### src/hdl/ppts_ram.sv
// ----------------------------------------------------------------------------
// ppts_ram
// generic single-write, single-read ram with registered read data
// ----------------------------------------------------------------------------
module ppts_ram #(
  parameter int WIDTH = 8,
  parameter int DEPTH = 16
) (
  input  logic                     clk,
  input  logic                     wr_en,
  input  logic [$clog2(DEPTH)-1:0] wr_addr,
  input  logic [WIDTH-1:0]         wr_data,
  input  logic                     rd_en,
  input  logic [$clog2(DEPTH)-1:0] rd_addr,
  output logic [WIDTH-1:0]         rd_data
);

  logic [WIDTH-1:0] mem [DEPTH];

  always_ff @(posedge clk) begin
    if (wr_en) begin
      mem[wr_addr] <= wr_data;
    end
    if (rd_en) begin
      rd_data <= mem[rd_addr];
    end
  end

endmodule
### config.mk
export PLATFORM = sky130hd
export DESIGN_NAME = ppts_ram
export DESIGN_NICKNAME = d
export VERILOG_FILES = /design/src/hdl/ppts_ram.sv
export SDC_FILE = /design/constraint.sdc
export NUM_CORES = 1
export LEC_CHECK = 0
export ABC_AREA = 1
export BUFFER_PORTS_ARGS = -buffer_cell sky130_fd_sc_hd__buf_2
export CORE_MARGIN = 3
export CORE_UTILIZATION = 35
export CTS_CLUSTER_SIZE = 25
export DETAILED_ROUTE_END_ITERATION = 8
export HOLD_SLACK_MARGIN = 0.1
export PLACE_DENSITY = 0.52
export SYNTH_ARGS = -nofsm -noshare
export SYNTH_HDL_FRONTEND = slang
export SYNTH_SLANG_ARGS = --single-unit
### constraint.sdc
create_clock -name clk -period 3.35 [get_ports clk]
set_clock_uncertainty 0.2 [all_clocks]
set_input_delay 0.1675 -clock clk [delete_from_list [all_inputs] [get_ports clk]]
set_output_delay 0.1675 -clock clk [all_outputs]
set_load 0.1 [all_outputs]
==> results.cfg <==
[flow_run]
drv_cap = 0

[floorplan]
die_w_um = 135
initial_core_util = 0.363
num_io_pins = 27
coreArea_um2 = 16100
num_rows = 46
die_y_um = 135
die_area_um2 = 18300

[route]
firstDrtPassIters = 5
drc = 0
vias_per_cell = 4.71
ant_nets = 0
finalWirelength_um = 14600
drt_iter0_markers = 337
wl_per_cell_um = 17.9
vias = 3835

[clock_network]
root_buffer = clkbuf_16
post_cts_buffers = 0
cts_tree = yes
cts.clk_slew.worst_paths_ns = 0.06
htreeDepth = 4
clock_latency_ns = 0.42
cts.sinks = 136
cts_buffers = 17
post_cts_resized = 0
ctsLongestPathBuffers = 2

[placed_design]
gp_congestion = 0.828
io_buffers = 26
place_hpwl_um = 8740

[sta]
rsz0062_at_grt = false
finalHoldViolCount = 0
tightest_slew_ns = 0.928
tns_ns = 0
setup_viol = 0
whs_ns = 0.132
post-route-period-util = 0.489
timing.slew.headroom = 0.379
final_max_slew_viol_count = 0
fmax_mhz = 610
post-route-min-period_ns = 1.64

[worst_setup_path]
critPathCaptureType = flip-flop
worstPathRequired_ns = 3.30
crit_path_cell_trace = buf_2 > buf_4 > inv_2 > nand3_1 > nand3_1 > nand3_1 > nand2_1
cp_max_fo = 33
critPathMaxStageDelay_ns = 0.39
crit_type = in2reg
crit_start = rd_addr[1]
slowest_stage = inv_2
rr_startpoint = mem[9][5]$_DFFE_PP_
path_common_cell = nand3_1
cp.arrival_ns = 1.59
critPathLaunchType = input pin

[synth]
syn-num-nets = 570
synth.most_common_cell = nand2_1
synth_area_leader_cell = edfxtp_1
synth_seq_cells = 136
yosysSeqAreaShare = 0.698
synth.distinct_cells = 11
ys.flop_type = edfxtp_1
syn-mean-instance-area_um2 = 10.6
netlist_instances = 551
ys_top_cells_by_count = nand2_1 (173), edfxtp_1 (136), inv_1 (100)
synth_area_um2 = 5850
yosysTopAreaCellShare = 0.698
synthTopCellsByArea = edfxtp_1 (70%), nand2_1 (11%), nand3_1 (8.3%), inv_1 (6.4%), buf_6 (1.2%)
ys_async_sr_fraction = 0
yosysWarnings = 0
synth_edf_count = 136

[global_routing]
grt_use_met3 = 0.0364
grt.total_usage = 0.170
grt_pass1_wl_um = 22900
busiest_layer = met2
globalRouteMet1Util = 0.241
grt_max_degree = 65
antenna_found_initial = 0
use_met2 = 0.255
grt_pass1_vias = 3848
overflow = 0

[pwr]
vdd.ir_drop.worst_mv = 0.355
pwr_density_cell_nw_per_um2 = 590
p_total_mw = 3.99
p_leak_nw = 2.86

[min_path]
hp-start = rd_addr[2]
hold_path_class = in2reg

[finish]
antenna_cells = 0
final_nets = 604
area_growth_pct = 15.6
final_layout_size_suffix_gt1_frac = 0.0953

[status]
outcome = completed
## critical path: cells and delay by family
| family | cells | cell delay, ns |
|---|---|---|
| buffers and inverters | 3 | 0.84 |
| and+or+nand+nor | 4 | 0.56 |
## final cells by class
class	count	area, um2
clock buffer	20	437
clock inverter	12	109
fill	1584	9350
inverter	102	383
multi-input combinational	289	1210
sequential	136	4080
tap	216	270
timing repair buffer	39	265
## stage by stage
stage	utilization	instance area (um2)	setup WS, ns	instances
floorplan	-	5850	2.03	551
global placement	0.380	6120	1.26	772
detailed placement	0.380	6120	1.27	772
CTS	0.420	6760	1.72	814
global route	0.420	6760	1.64	814
finish	0.420	6760	1.71	814
## power breakdown
part / total [mW] / switching, mW / internal, mW / leakage (nW)
logic: 0.295 / 0.227 / 0.0682 / 1.36
registers: 1.93 / 0.0103 / 1.92 / 1.24
clock network: 1.77 / 0.691 / 1.08 / 0.270
## worst paths after layout
path	slack (ns)	end	cells past startpoint
setup / recovery	1.71	rd_data[5]$_DFFE_PP_	7
setup reg to reg	1.94	rd_data[5]$_DFFE_PP_	6
hold reg to reg	0.56	rd_data[2]$_DFFE_PP_	6
hold / removal	0.13	rd_data[1]$_DFFE_PP_	4
## cells in the final DEF, fill, tap and decap left out, drive strengths merged
master and n:
nand2 173, edfxtp 136, inv 102, nand3 97, buf 29, clkbuf 20, nor2 17, dlygate4sd3 10
clkinv 9, nand3b 2, bufinv 2, clkinvlp 1
## routing by layer
layer,vias to the layer above,share of wire,wire (um)
li1,1846,-,-
met1,1845,0.48,6930
met2,118,0.45,6520
met3,26,0.052,761
met4,0,0.024,348
met5,-,0,0
## registers in the layout, summed over array words and instances, names as in the netlist
name and cells:
mem 128, rd_data 8
## cell families (layout without fill, tap and decap cells)
kind of cell	count (synthesis)	after routing	synth area share
buf+inv	126	173	0.0939
flops	136	136	0.698
simple gates	289	289	0.208
## timing repair
| item | 4_1_cts | 5_1_grt |
|---|---|---|
| endpoints found under the hold margin | 144 | 0 |
| hold buffers | 10 | 0 |
| endpoints found under the setup margin | 0 | 0 |
Power figures use the tool's default switching activity.
